<file path="src/hdl/iff_pkg.sv">
`timescale 1ns / 1ps

package iff_pkg;

    localparam int MAX_DIGITS = 32;
    localparam int DIG_VEC = 4 * MAX_DIGITS;

    localparam logic [7:0] CH_ZERO  = 8'h30;
    localparam logic [7:0] CH_SPACE = 8'h20;
    localparam logic [7:0] CH_MINUS = 8'h2d;
    localparam logic [7:0] CH_PLUS  = 8'h2b;

    localparam logic [127:0] DIGIT_CHARS = "fedcba9876543210";

    localparam int FLG_LEFT   = 0;
    localparam int FLG_ZERO   = 1;
    localparam int FLG_SIGNED = 2;
    localparam int FLG_PLUS   = 3;

    // digits[3:0] holds the most significant digit
    typedef struct packed {
        logic [DIG_VEC-1:0] digits;
        logic [5:0]         ndig;
        logic               sign_en;
        logic               neg;
        logic [6:0]         pad;
        logic               zero;
        logic               left;
        logic [6:0]         room;
        logic [6:0]         total;
    } job_t;

    function automatic logic [7:0] digit_char(input logic [3:0] d);
        return DIGIT_CHARS[{d, 3'b000} +: 8];
    endfunction

endpackage

</file>
<file path="src/hdl/iff_front.sv">
`timescale 1ns / 1ps

module iff_front
    import iff_pkg::*;
#(
    parameter int VALUE_BITS = 32,
    parameter int MAX_WIDTH  = 64
)
(
    input  logic        clk,
    input  logic        rst_n,
    input  logic        start,
    output logic        busy,
    input  logic [31:0] value,
    input  logic [4:0]  base,
    input  logic [6:0]  min_width,
    input  logic [3:0]  format_flags,
    input  logic [6:0]  room,
    input  logic        q_full,
    output logic        q_push,
    output job_t        q_job
);

    localparam int DIV_BITS  = ((VALUE_BITS + 7) / 8) * 8;
    localparam int DIV_STEPS = DIV_BITS / 8;
    localparam int CW        = (DIV_STEPS > 1) ? $clog2(DIV_STEPS) : 1;

    typedef enum logic [2:0] {
        F_IDLE = 3'b001,
        F_DIV  = 3'b010,
        F_PUSH = 3'b100
    } fstate_t;

    fstate_t               state_reg, state_next;
    logic [DIV_BITS-1:0]   work_reg, work_next;
    logic [3:0]            rem_reg, rem_next;
    logic [CW-1:0]         step_reg, step_next;
    logic [DIG_VEC-1:0]    digits_reg, digits_next;
    logic [5:0]            ndig_reg, ndig_next;
    logic [4:0]            base_reg, base_next;
    logic [6:0]            width_reg, width_next;
    logic [6:0]            room_reg, room_next;
    logic                  left_reg, left_next;
    logic                  zero_reg, zero_next;
    logic                  sign_en_reg, sign_en_next;
    logic                  neg_reg, neg_next;

    logic [VALUE_BITS-1:0] mag;
    logic                  neg_in;
    logic [4:0]            r;
    logic [7:0]            qbits;
    logic [DIV_BITS+7:0]   shifted;
    logic [DIV_BITS-1:0]   work_shift;
    logic [6:0]            used;
    logic [6:0]            pad;

    // 8 quotient bits per cycle
    always_comb
    begin
        r = {1'b0, rem_reg};
        qbits = '0;
        for (int j = 0; j < 8; j++)
        begin
            r = {r[3:0], work_reg[DIV_BITS-1-j]};
            if (r >= base_reg)
            begin
                r = r - base_reg;
                qbits[7-j] = 1'b1;
            end
        end
        shifted = {work_reg, qbits};
        work_shift = shifted[DIV_BITS-1:0];
    end

    assign mag    = value[VALUE_BITS-1:0];
    assign neg_in = format_flags[FLG_SIGNED] & mag[VALUE_BITS-1];

    assign used = 7'(ndig_reg) + 7'(sign_en_reg);
    assign pad  = (width_reg > used) ? (width_reg - used) : 7'd0;

    assign busy   = (state_reg != F_IDLE);
    assign q_push = (state_reg == F_PUSH) && !q_full;

    always_comb
    begin
        q_job.digits  = digits_reg;
        q_job.ndig    = ndig_reg;
        q_job.sign_en = sign_en_reg;
        q_job.neg     = neg_reg;
        q_job.pad     = pad;
        q_job.zero    = zero_reg;
        q_job.left    = left_reg;
        q_job.room    = room_reg;
        q_job.total   = used + pad;
    end

    always_comb
    begin
        state_next   = state_reg;
        work_next    = work_reg;
        rem_next     = rem_reg;
        step_next    = step_reg;
        digits_next  = digits_reg;
        ndig_next    = ndig_reg;
        base_next    = base_reg;
        width_next   = width_reg;
        room_next    = room_reg;
        left_next    = left_reg;
        zero_next    = zero_reg;
        sign_en_next = sign_en_reg;
        neg_next     = neg_reg;
        case (state_reg)
            F_IDLE:
            begin
                if (start)
                begin
                    work_next    = DIV_BITS'(neg_in ? (~mag + 1'b1) : mag);
                    rem_next     = '0;
                    step_next    = '0;
                    digits_next  = '0;
                    ndig_next    = '0;
                    base_next    = (base < 5'd2) ? 5'd2 : ((base > 5'd16) ? 5'd16 : base);
                    width_next   = (min_width > 7'(MAX_WIDTH)) ? 7'(MAX_WIDTH) : min_width;
                    room_next    = room;
                    left_next    = format_flags[FLG_LEFT];
                    zero_next    = format_flags[FLG_ZERO] & ~format_flags[FLG_LEFT];
                    neg_next     = neg_in;
                    sign_en_next = neg_in |
                                   (format_flags[FLG_SIGNED] & format_flags[FLG_PLUS]);
                    state_next   = F_DIV;
                end
            end
            F_DIV:
            begin
                work_next = work_shift;
                if (step_reg == CW'(DIV_STEPS - 1))
                begin
                    digits_next = {digits_reg[DIG_VEC-5:0], r[3:0]};
                    ndig_next   = ndig_reg + 6'd1;
                    rem_next    = '0;
                    step_next   = '0;
                    if (work_shift == '0)
                    begin
                        state_next = F_PUSH;
                    end
                end
                else
                begin
                    rem_next  = r[3:0];
                    step_next = step_reg + 1'b1;
                end
            end
            F_PUSH:
            begin
                if (!q_full)
                begin
                    state_next = F_IDLE;
                end
            end
            default:
            begin
                state_next = F_IDLE;
            end
        endcase
    end

    always_ff @(posedge clk or negedge rst_n)
    begin
        if (!rst_n)
        begin
            state_reg <= F_IDLE;
        end
        else
        begin
            state_reg <= state_next;
        end
    end

    always_ff @(posedge clk)
    begin
        work_reg    <= work_next;
        rem_reg     <= rem_next;
        step_reg    <= step_next;
        digits_reg  <= digits_next;
        ndig_reg    <= ndig_next;
        base_reg    <= base_next;
        width_reg   <= width_next;
        room_reg    <= room_next;
        left_reg    <= left_next;
        zero_reg    <= zero_next;
        sign_en_reg <= sign_en_next;
        neg_reg     <= neg_next;
    end

endmodule

</file>
<file path="src/hdl/iff_queue.sv">
`timescale 1ns / 1ps

module iff_queue
    import iff_pkg::*;
(
    input  logic clk,
    input  logic rst_n,
    input  logic push,
    input  job_t push_job,
    input  logic pop,
    output job_t head_job,
    output logic full,
    output logic empty
);

    job_t       mem_reg [2];
    logic       wr_reg, wr_next;
    logic       rd_reg, rd_next;
    logic [1:0] cnt_reg, cnt_next;

    assign full     = (cnt_reg == 2'd2);
    assign empty    = (cnt_reg == 2'd0);
    assign head_job = mem_reg[rd_reg];

    always_comb
    begin
        wr_next  = push ? ~wr_reg : wr_reg;
        rd_next  = pop ? ~rd_reg : rd_reg;
        cnt_next = cnt_reg + 2'(push) - 2'(pop);
    end

    always_ff @(posedge clk or negedge rst_n)
    begin
        if (!rst_n)
        begin
            wr_reg  <= 1'b0;
            rd_reg  <= 1'b0;
            cnt_reg <= 2'd0;
        end
        else
        begin
            wr_reg  <= wr_next;
            rd_reg  <= rd_next;
            cnt_reg <= cnt_next;
        end
    end

    always_ff @(posedge clk)
    begin
        if (push)
        begin
            mem_reg[wr_reg] <= push_job;
        end
    end

endmodule

</file>
<file path="src/hdl/iff_back.sv">
`timescale 1ns / 1ps

module iff_back
    import iff_pkg::*;
(
    input  logic       clk,
    input  logic       rst_n,
    input  logic       q_empty,
    input  job_t       q_head,
    output logic       q_pop,
    output logic       strobe,
    output logic [7:0] out_char,
    output logic       stored,
    output logic       last
);

    typedef enum logic [4:0] {
        B_IDLE  = 5'b00001,
        B_SIGN  = 5'b00010,
        B_PAD   = 5'b00100,
        B_DIG   = 5'b01000,
        B_TRAIL = 5'b10000
    } bstate_t;

    bstate_t            state_reg, state_next;
    logic [DIG_VEC-1:0] digits_reg, digits_next;
    logic [5:0]         ndig_reg, ndig_next;
    logic [6:0]         pad_reg, pad_next;
    logic               neg_reg, neg_next;
    logic               zero_reg, zero_next;
    logic               left_reg, left_next;
    logic [6:0]         room_reg, room_next;
    logic [6:0]         total_reg, total_next;
    logic [6:0]         k_reg, k_next;
    logic               strobe_reg, strobe_next;
    logic [7:0]         char_reg, char_next;
    logic               stored_reg, stored_next;
    logic               last_reg, last_next;

    logic               emit;

    assign q_pop    = (state_reg == B_IDLE) && !q_empty;
    assign strobe   = strobe_reg;
    assign out_char = char_reg;
    assign stored   = stored_reg;
    assign last     = last_reg;

    always_comb
    begin
        state_next  = state_reg;
        digits_next = digits_reg;
        ndig_next   = ndig_reg;
        pad_next    = pad_reg;
        neg_next    = neg_reg;
        zero_next   = zero_reg;
        left_next   = left_reg;
        room_next   = room_reg;
        total_next  = total_reg;
        k_next      = k_reg;
        char_next   = char_reg;
        emit        = 1'b0;
        case (state_reg)
            B_IDLE:
            begin
                if (!q_empty)
                begin
                    digits_next = q_head.digits;
                    ndig_next   = q_head.ndig;
                    pad_next    = q_head.pad;
                    neg_next    = q_head.neg;
                    zero_next   = q_head.zero;
                    left_next   = q_head.left;
                    room_next   = q_head.room;
                    total_next  = q_head.total;
                    k_next      = '0;
                    if (q_head.sign_en)
                    begin
                        state_next = B_SIGN;
                    end
                    else if (!q_head.left && q_head.pad != 7'd0)
                    begin
                        state_next = B_PAD;
                    end
                    else
                    begin
                        state_next = B_DIG;
                    end
                end
            end
            B_SIGN:
            begin
                emit      = 1'b1;
                char_next = neg_reg ? CH_MINUS : CH_PLUS;
                if (!left_reg && pad_reg != 7'd0)
                begin
                    state_next = B_PAD;
                end
                else
                begin
                    state_next = B_DIG;
                end
            end
            B_PAD:
            begin
                emit      = 1'b1;
                char_next = zero_reg ? CH_ZERO : CH_SPACE;
                pad_next  = pad_reg - 7'd1;
                if (pad_reg == 7'd1)
                begin
                    state_next = B_DIG;
                end
            end
            B_DIG:
            begin
                emit        = 1'b1;
                char_next   = digit_char(digits_reg[3:0]);
                digits_next = {4'd0, digits_reg[DIG_VEC-1:4]};
                ndig_next   = ndig_reg - 6'd1;
                if (ndig_reg == 6'd1)
                begin
                    state_next = (left_reg && pad_reg != 7'd0) ? B_TRAIL : B_IDLE;
                end
            end
            B_TRAIL:
            begin
                emit      = 1'b1;
                char_next = CH_SPACE;
                pad_next  = pad_reg - 7'd1;
                if (pad_reg == 7'd1)
                begin
                    state_next = B_IDLE;
                end
            end
            default:
            begin
                state_next = B_IDLE;
            end
        endcase
        strobe_next = emit;
        stored_next = k_reg < room_reg;
        last_next   = (k_reg == total_reg - 7'd1);
        if (emit)
        begin
            k_next = k_reg + 7'd1;
        end
    end

    always_ff @(posedge clk or negedge rst_n)
    begin
        if (!rst_n)
        begin
            state_reg  <= B_IDLE;
            strobe_reg <= 1'b0;
        end
        else
        begin
            state_reg  <= state_next;
            strobe_reg <= strobe_next;
        end
    end

    always_ff @(posedge clk)
    begin
        digits_reg <= digits_next;
        ndig_reg   <= ndig_next;
        pad_reg    <= pad_next;
        neg_reg    <= neg_next;
        zero_reg   <= zero_next;
        left_reg   <= left_next;
        room_reg   <= room_next;
        total_reg  <= total_next;
        k_reg      <= k_next;
        char_reg   <= char_next;
        stored_reg <= stored_next;
        last_reg   <= last_next;
    end

endmodule

</file>
<file path="src/hdl/integer_field_formatter.sv">
`timescale 1ns / 1ps

// Integer field formatter.
// Input: a transfer takes place at a clock edge with start high and busy low;
// value, base, min_width, format_flags and room are sampled then.
// Output: one character per cycle on out_char with stored and last, marked by
// strobe for exactly one cycle. The receiver cannot stall; characters are
// never held back once emitted.
// The front converts the value to digits with a shared divider that yields
// 8 quotient bits per cycle, so each digit takes one pass over the whole
// value; busy stays high through the division and the push, longer
// while the job queue is full.
// A two-entry job queue sits between the front and the character emitter, so
// a new item is accepted while the previous field is still being emitted.
// The emitter loads a job from the queue in its idle state and then emits the
// field at one character per cycle: sign, leading padding, digits and, when
// left-justified, trailing spaces, up to 64 characters; out_char is registered.
// Reset clears both control paths and the queue; no field is in flight after.

module integer_field_formatter
    import iff_pkg::*;
#(
    parameter int VALUE_BITS = 32,
    parameter int MAX_WIDTH  = 64
)
(
    input  logic        clk,
    input  logic        rst_n,
    input  logic        start,
    output logic        busy,
    input  logic [31:0] value,
    input  logic [4:0]  base,
    input  logic [6:0]  min_width,
    input  logic [3:0]  format_flags,
    input  logic [6:0]  room,
    output logic        strobe,
    output logic [7:0]  out_char,
    output logic        stored,
    output logic        last
);

    logic q_push;
    logic q_pop;
    logic q_full;
    logic q_empty;
    job_t push_job;
    job_t head_job;

    iff_front #(
        .VALUE_BITS (VALUE_BITS),
        .MAX_WIDTH  (MAX_WIDTH)
    ) u_front (
        .clk          (clk),
        .rst_n        (rst_n),
        .start        (start),
        .busy         (busy),
        .value        (value),
        .base         (base),
        .min_width    (min_width),
        .format_flags (format_flags),
        .room         (room),
        .q_full       (q_full),
        .q_push       (q_push),
        .q_job        (push_job)
    );

    iff_queue u_queue (
        .clk      (clk),
        .rst_n    (rst_n),
        .push     (q_push),
        .push_job (push_job),
        .pop      (q_pop),
        .head_job (head_job),
        .full     (q_full),
        .empty    (q_empty)
    );

    iff_back u_back (
        .clk      (clk),
        .rst_n    (rst_n),
        .q_empty  (q_empty),
        .q_head   (head_job),
        .q_pop    (q_pop),
        .strobe   (strobe),
        .out_char (out_char),
        .stored   (stored),
        .last     (last)
    );

endmodule
</file>
<file path="config.mk">
export PLATFORM = sky130hd
export DESIGN_NAME = integer_field_formatter
export DESIGN_NICKNAME = d
export VERILOG_FILES = /design/src/hdl/iff_pkg.sv /design/src/hdl/iff_front.sv /design/src/hdl/iff_queue.sv /design/src/hdl/iff_back.sv /design/src/hdl/integer_field_formatter.sv
export SDC_FILE = /design/constraint.sdc
export NUM_CORES = 1
export LEC_CHECK = 0
export BUFFER_PORTS_ARGS = -buffer_cell sky130_fd_sc_hd__buf_2
export CAP_MARGIN = 10
export CORE_ASPECT_RATIO = 0.9
export CORE_UTILIZATION = 40
export DETAILED_ROUTE_END_ITERATION = 6
export GPL_TIMING_DRIVEN = 0
export PLACE_DENSITY_LB_ADDON = 0.12
export SLEW_MARGIN = 40
export SYNTH_ARGS = -nofsm -noshare
export SYNTH_HDL_FRONTEND = slang
export SYNTH_SLANG_ARGS = --single-unit
</file>
<file path="constraint.sdc">
create_clock -name clk -period 12.1 [get_ports clk]
set_input_delay 1.815 -clock clk [delete_from_list [all_inputs] [get_ports clk]]
set_output_delay 1.815 -clock clk [all_outputs]
set_load 0.005 [all_outputs]
</file>
==> out/metrics.csv, run 1 <==
metric,value,unit
status,"complete, no violations",
gp weighted congestion,0.836,
hold path depth,0,
RSZ-0062 raised after global routing,false,
Die ar.,0.0760,mm2
Yosys cell types,68,
Synth Flop Type,edfxtp_1,
CP most frequent cell,ha_1,
number of flops mapped to enable cells by yosys,685,
CP Class,reg2reg,
Worst path max stage delay,0.42,ns
CTS tree,yes,
GRT Residual Overflow,0,
simple-gate share of the synthesized area,0.0888,
crit end category,flip-flop,
Worst setup SP type,flip-flop,
Initial Util,0.407,
area added between synthesis and finish,16.4,%
multi-input logic area,0.00845,mm2
Compound-Gate Fraction of Synth Area,0.0648,
mux share of post-synthesis cell area,0.0608,
# Max-Cap Violations,0,
"commonest non-fill, non-tap cell in the layout",edfxtp_1,
antenna violations before repair,1,
CP max-delay cell,or2_2,
crit path DAT,11.67,ns
hold path endpoint,u_queue.mem_reg[0][10]$_DFFE_PP_,
Max Slew Vio Count,0,
Hold Crit Class,reg2reg,
Routed WL per cell,18.6,um
Post-Synth XOR/XNOR Area,0.0257,
Clock Path Buffers,3,
first-pass GRT wire length,98600,um
core area,0.0736,mm2
num ports,70,
Synthesized Nets,2244,
CP Max Fanout,10,
placed cell count,3169,
Nets,2443,
Die Width,290,um
drt first pass iters,4,
min Tclk post-route,11.36,ns
gr usage total,0.165,
final antenna-violating net count,0,
crit path buf inv count,10,
num rows,94,
most frequent cells in the layout,"685 x edfxtp_1, 200 x nand2_1, 181 x o21ai_0, 151 x mux2i_1, 132 x and3_1",
Finish-stage setup viols,0,
Post-Syn Area,0.0300,mm2
reg2reg setup slack,0.74,ns
vias in the first global route,17471,
share of cells above drive strength 1,0.139,
"delay-heaviest family, CP",compound AO/OA/AOI/OAI gates,
"Avg Cell Area, Syn",14.3,um2
largest family of logic cells by synthesized area,simple AND/OR/NAND/NOR gates,
max reg flops,318,
largest net degree at the start of global routing,40,
drt via density,5.08,
worst r2r path cells,51,
HP Start,u_front.room_reg[3]$_DFFE_PP_,
clock skew,0.0276,ns
latest clock arrival within the worst-skew pair,0.62,ns
Seq cells post-synth,700,
Reg-to-Reg End,u_front.digits_reg[0]$_SDFFCE_PN0P_,
dpl ws,-1.96,ns
Routed WL,61900,um
clk slew on worst S/H paths,0.06,ns
CTS root buf,clkbuf_16,
clk sinks,700,
total CTS buffers,76,
HPWL after detailed placement,41500,um
post-route insts no fill,3322,
port bufs,68,
number of hold violations in the final report,0,
worst setup margin,0.744,ns
DR vias,16876,
hold bufs inserted after CTS,0,
Post-route DRC,0,
worst slew pin tran,0.821,ns
Slew HR,0.453,
# fillers,6484,
part of the Yosys area used for sequential elements,0.699,
Die Y,262,um
adder-cell share of the synthesized area,0.0376,
FF+latch area,0.0209,mm2
f_max,0.0881,GHz
critical register-to-register path startpoint,u_front.base_reg[2]$_SDFFCE_PP0P_,
cell count after synthesis,2102,
Synth warnings,0,
Post-synth ARST share,0.0186,
data required time of the critical path,12.42,ns
CTS H-tree depth,3,
initial DRC count,963,
final period utilization,0.939,
==> how the worst max path moves through the flow <==
stage | start | to | slack, ns | depth (start not counted)
after floorplan | u_front.base_reg[1]$_SDFFCE_PP1P_ | u_front.rem_reg[2]$_SDFFCE_PN0P_ | 1.02 | 51
after global placement | u_front.base_reg[1]$_SDFFCE_PP1P_ | u_front.digits_reg[1]$_SDFFCE_PN0P_ | -2.09 | 51
after detailed placement | u_front.base_reg[1]$_SDFFCE_PP1P_ | u_front.digits_reg[0]$_SDFFCE_PN0P_ | -1.96 | 52
after CTS | u_front.base_reg[2]$_SDFFCE_PP0P_ | u_front.digits_reg[0]$_SDFFCE_PN0P_ | 0.11 | 52
after global routing | u_front.base_reg[2]$_SDFFCE_PP0P_ | u_front.digits_reg[0]$_SDFFCE_PN0P_ | 0.002 | 51
final | u_front.base_reg[2]$_SDFFCE_PP0P_ | u_front.digits_reg[0]$_SDFFCE_PN0P_ | 0.74 | 51
==> metal layers <==
| metal | part of all wire | vias to the layer above | global-route usage |
|---|---|---|---|
| met1 | 0.48 | 8277 | 0.228 |
| met5 | 0 | - | 0 |
| met3 | 0.035 | 90 | 0.0274 |
| met4 | 0.019 | 0 | 0.0431 |
| met2 | 0.47 | 260 | 0.272 |
| li1 | - | 8249 | - |
==> worst register-to-register path: cells and delay by family (launching register included) <==
family / cells / cell delay [ns]
AO/OA/AOI/OAI: 23 / 4.60
adder cells (fa/ha/maj): 8 / 2.49
buffers and inverters: 10 / 1.48
multiplexers: 4 / 1.26
AND/OR/NAND/NOR: 6 / 0.87
flip-flops: 1 / 0.37
==> layout make-up <==
type / count / share of cell area
Buffer: 99 / 0.0123
Multi-Input combinational cell: 1229 / 0.242
Tap cell: 960 / 0.0344
Clock buffer: 93 / 0.0587
Timing Repair Buffer: 123 / 0.0296
Antenna cell: 1 / 0.0000717
Clock inverter: 45 / 0.0143
Sequential cell: 700 / 0.600
Inverter: 72 / 0.00796
==> cells in the mapped netlist, types with 4 or more instances <==
cell | count | area share
a211oi_1 | 9 | 0.0023
a21o_1 | 14 | 0.0035
a21oi_1 | 60 | 0.010
a31oi_1 | 14 | 0.0029
and2_1 | 5 | 0.0010
and3_1 | 132 | 0.028
buf_2 | 23 | 0.0038
clkbuf_1 | 72 | 0.0090
dfrtp_1 | 11 | 0.0092
edfxtp_1 | 685 | 0.69
fa_1 | 10 | 0.0067
ha_1 | 74 | 0.031
inv_1 | 72 | 0.0090
mux2_2 | 23 | 0.0086
mux2i_1 | 153 | 0.051
nand2_1 | 202 | 0.025
nand2b_1 | 8 | 0.0017
nand3_1 | 19 | 0.0032
nand4_1 | 8 | 0.0017
nor2_1 | 81 | 0.010
nor2b_1 | 20 | 0.0042
nor3_1 | 23 | 0.0038
nor3b_1 | 6 | 0.0015
nor4_1 | 10 | 0.0021
o21a_1 | 9 | 0.0023
o21ai_0 | 187 | 0.031
o21ai_1 | 4 | 0.00067
o21bai_1 | 4 | 0.0010
o31a_1 | 4 | 0.0012
o31ai_1 | 11 | 0.0028
or2_2 | 4 | 0.00084
or3_1 | 5 | 0.0010
xnor2_1 | 48 | 0.014
xor2_1 | 40 | 0.012
==> repair_timing <==
action,CTS,global route
pin swaps,3,1
gates resized for setup,13,12
endpoints found under the setup margin,12,11
buffers inserted,5,11
==> stage by stage <==
stage               utilization  hold slack (ns)  TNS [ns]  instance area, um2
global route              0.474            0.449         0               34900
finish                    0.474            0.447         0               34900
CTS                       0.472            0.445         0               34800
detailed placement        0.436            0.431    -20.63               32100
floorplan                     -            0.421         0               30000
global placement          0.428            0.423   -209.71               31500
==> cell families (layout without fill, tap and decap cells) <==
family,after synthesis,in the layout
AND/OR/NAND/NOR,538,538
flip-flops,700,700
AO/OA/AOI/OAI,339,339
multiplexers,178,178
buffers and inverters,173,432
adder cells (fa/ha/maj),84,84
XOR/XNOR,88,88
other,2,3
Power of run 1 is left out: the tool's default activity adds up to more than one toggle a clock period on the data nets, which glitch-free logic cannot reach.
==> run 2, diff against run 1 <==
PLACE_DENSITY = 0.55   (was not set)
PLACE_DENSITY_LB_ADDON = not set   (was 0.12)
RECOVER_POWER = 25   (was not set)
==> out/metrics.csv, run 2 (same netlist as run 1, synthesis figures left out) <==
metric,value,unit,change
largest net degree at the start of global routing,40,,unchanged
worst slew pin tran,1.10,ns,+0.281 ns
status,"complete, no violations",,
DR vias,17175,,+1.8%
crit path DAT,11.84,ns,+0.17 ns
Clock Path Buffers,3,,unchanged
f_max,0.0875,GHz,-0.59%
crit path buf inv count,10,,unchanged
CP max-delay cell,ha_1,,
dpl ws,-1.96,ns,+0.00108 ns
latest clock arrival within the worst-skew pair,0.60,ns,-0.02 ns
Die Y,262,um,unchanged
CTS H-tree depth,3,,unchanged
drt first pass iters,5,,+1
GRT Residual Overflow,0,,unchanged
gr usage total,0.163,,-0.00225
initial DRC count,1061,,+10%
vias in the first global route,17445,,-0.15%
Die ar.,0.0760,mm2,unchanged
CP most frequent cell,ha_1,,
Antenna diodes,0,,-1
hold bufs inserted after CTS,0,,unchanged
multi-input logic area,0.00842,mm2,-0.30%
first-pass GRT wire length,97900,um,-0.74%
area added between synthesis and finish,15.3,%,
crit end category,flip-flop,,
data required time of the critical path,12.51,ns,+0.09 ns
Die Width,290,um,unchanged
Finish-stage setup viols,0,,unchanged
total CTS buffers,74,,-2.6%
FF+latch area,0.0209,mm2,unchanged
# fillers,6490,,+0.093%
most frequent cells in the layout,"685 x edfxtp_1, 200 x nand2_1, 181 x o21ai_0, 152 x mux2i_1, 132 x and3_1",,
Post-route DRC,0,,unchanged
final antenna-violating net count,0,,unchanged
number of hold violations in the final report,0,,unchanged
CP Class,reg2reg,,
num rows,94,,unchanged
final period utilization,0.944,,+0.00558
Hold Crit Class,reg2reg,,
"commonest non-fill, non-tap cell in the layout",edfxtp_1,,
Slew HR,0.262,,-0.190
worst setup margin,0.676,ns,-0.0675 ns
port bufs,68,,unchanged
Routed WL,61200,um,-1.2%
Initial Util,0.407,,unchanged
Worst setup SP type,flip-flop,,
"delay-heaviest family, CP",compound AO/OA/AOI/OAI gates,,
clk sinks,700,,unchanged
Max Slew Vio Count,0,,unchanged
min Tclk post-route,11.42,ns,+0.0675 ns
clk slew on worst S/H paths,0.06,ns,about the same
CTS root buf,clkbuf_16,,
share of cells above drive strength 1,0.131,,-0.00755
HPWL after detailed placement,40400,um,-2.6%
Nets,2438,,-0.20%
Routed WL per cell,18.5,um,-0.93%
drt via density,5.19,,+2.1%
CTS tree,yes,,
clock skew,0.0230,ns,-0.00455 ns
RSZ-0062 raised after global routing,false,,
num ports,70,,unchanged
Worst path max stage delay,0.41,ns,about the same
core area,0.0736,mm2,unchanged
antenna violations before repair,0,,-1
max reg flops,318,,unchanged
gp weighted congestion,0.829,,-0.87%
"Core Util, Final",0.469,,-0.00459
CP Max Fanout,10,,unchanged
# Max-Cap Violations,0,,unchanged
-- run 2: changes by cell type in the layout (fill, tap and decap cells not counted), moves of 4 or more --
| cell | delta |
|---|---|
| buf_2 | -4 |
| buf_4 | -5 |
| bufinv_16 | -6 |
| clkbuf_1 | +4 |
| clkbuf_8 | -4 |
| clkinvlp_4 | +4 |
-- run 2: timing repair --
| item | 4_1_cts | 5_1_grt |
|---|---|---|
| endpoints found under the setup margin | 12 | 11 |
| resized for setup | 12 | 10 |
| setup buffers | 3 | 8 |
| pin swaps | 1 | 2 |
-- run 2: area by class of cell --
class,count,share of cell area
well taps,960,0.0348
multi-input cells,1229,0.244
plain buffers,99,0.0124
clock buffers,88,0.0557
flip-flops and latches,700,0.606
clock inverters,44,0.00964
inverters,72,0.00815
repair buffers,120,0.0292
-- run 2: routing by layer --
metal	vias up	GRT usage	routed length, um
met1	8545	0.229	29500
met3	87	0.0271	2280
met4	0	0.0432	1210
met2	297	0.263	28200
li1	8246	-	-
met5	-	0	0
-- run 2: worst paths after layout --
path                                                    endpoint                              start  depth (start not counted)  slack, ns
worst max-delay path            u_front.rem_reg[2]$_SDFFCE_PN0P_  u_front.base_reg[3]$_SDFFCE_PP0P_                         50       0.68
worst min-delay path            u_queue.mem_reg[1][11]$_DFFE_PP_      u_front.room_reg[4]$_DFFE_PP_                          0       0.45
worst max register to register  u_front.rem_reg[2]$_SDFFCE_PN0P_  u_front.base_reg[3]$_SDFFCE_PP0P_                         50       0.68
worst min register to register  u_queue.mem_reg[1][11]$_DFFE_PP_      u_front.room_reg[4]$_DFFE_PP_                          0       0.45
max in group asynchronous             u_queue.wr_reg$_DFFE_PN0P_                              rst_n                          1      10.08
min in group asynchronous             u_queue.rd_reg$_DFFE_PN0P_                              rst_n                          1       1.38
-- run 2: worst reg2reg max path, delay by kind of cell, from the launching register on --
family	cells	cell delay, ns
AO/OA/AOI/OAI	22	4.45
flip-flops	1	0.37
AND/OR/NAND/NOR	6	0.98
adder cells (fa/ha/maj)	8	2.54
buffers and inverters	10	1.55
multiplexers	4	1.36
-- run 2: metrics by stage --
step	cells	setup TNS [ns]	cell area, um2	hold WS (ns)
floorplan	2102	0	30000	0.421
global placement	3130	-173.39	31500	0.422
detailed placement	3169	-21.06	32100	0.433
CTS	3302	0	34400	0.447
global route	3312	0	34500	0.459
finish	3312	0	34500	0.447
Power of run 2 is left out for the same reason.
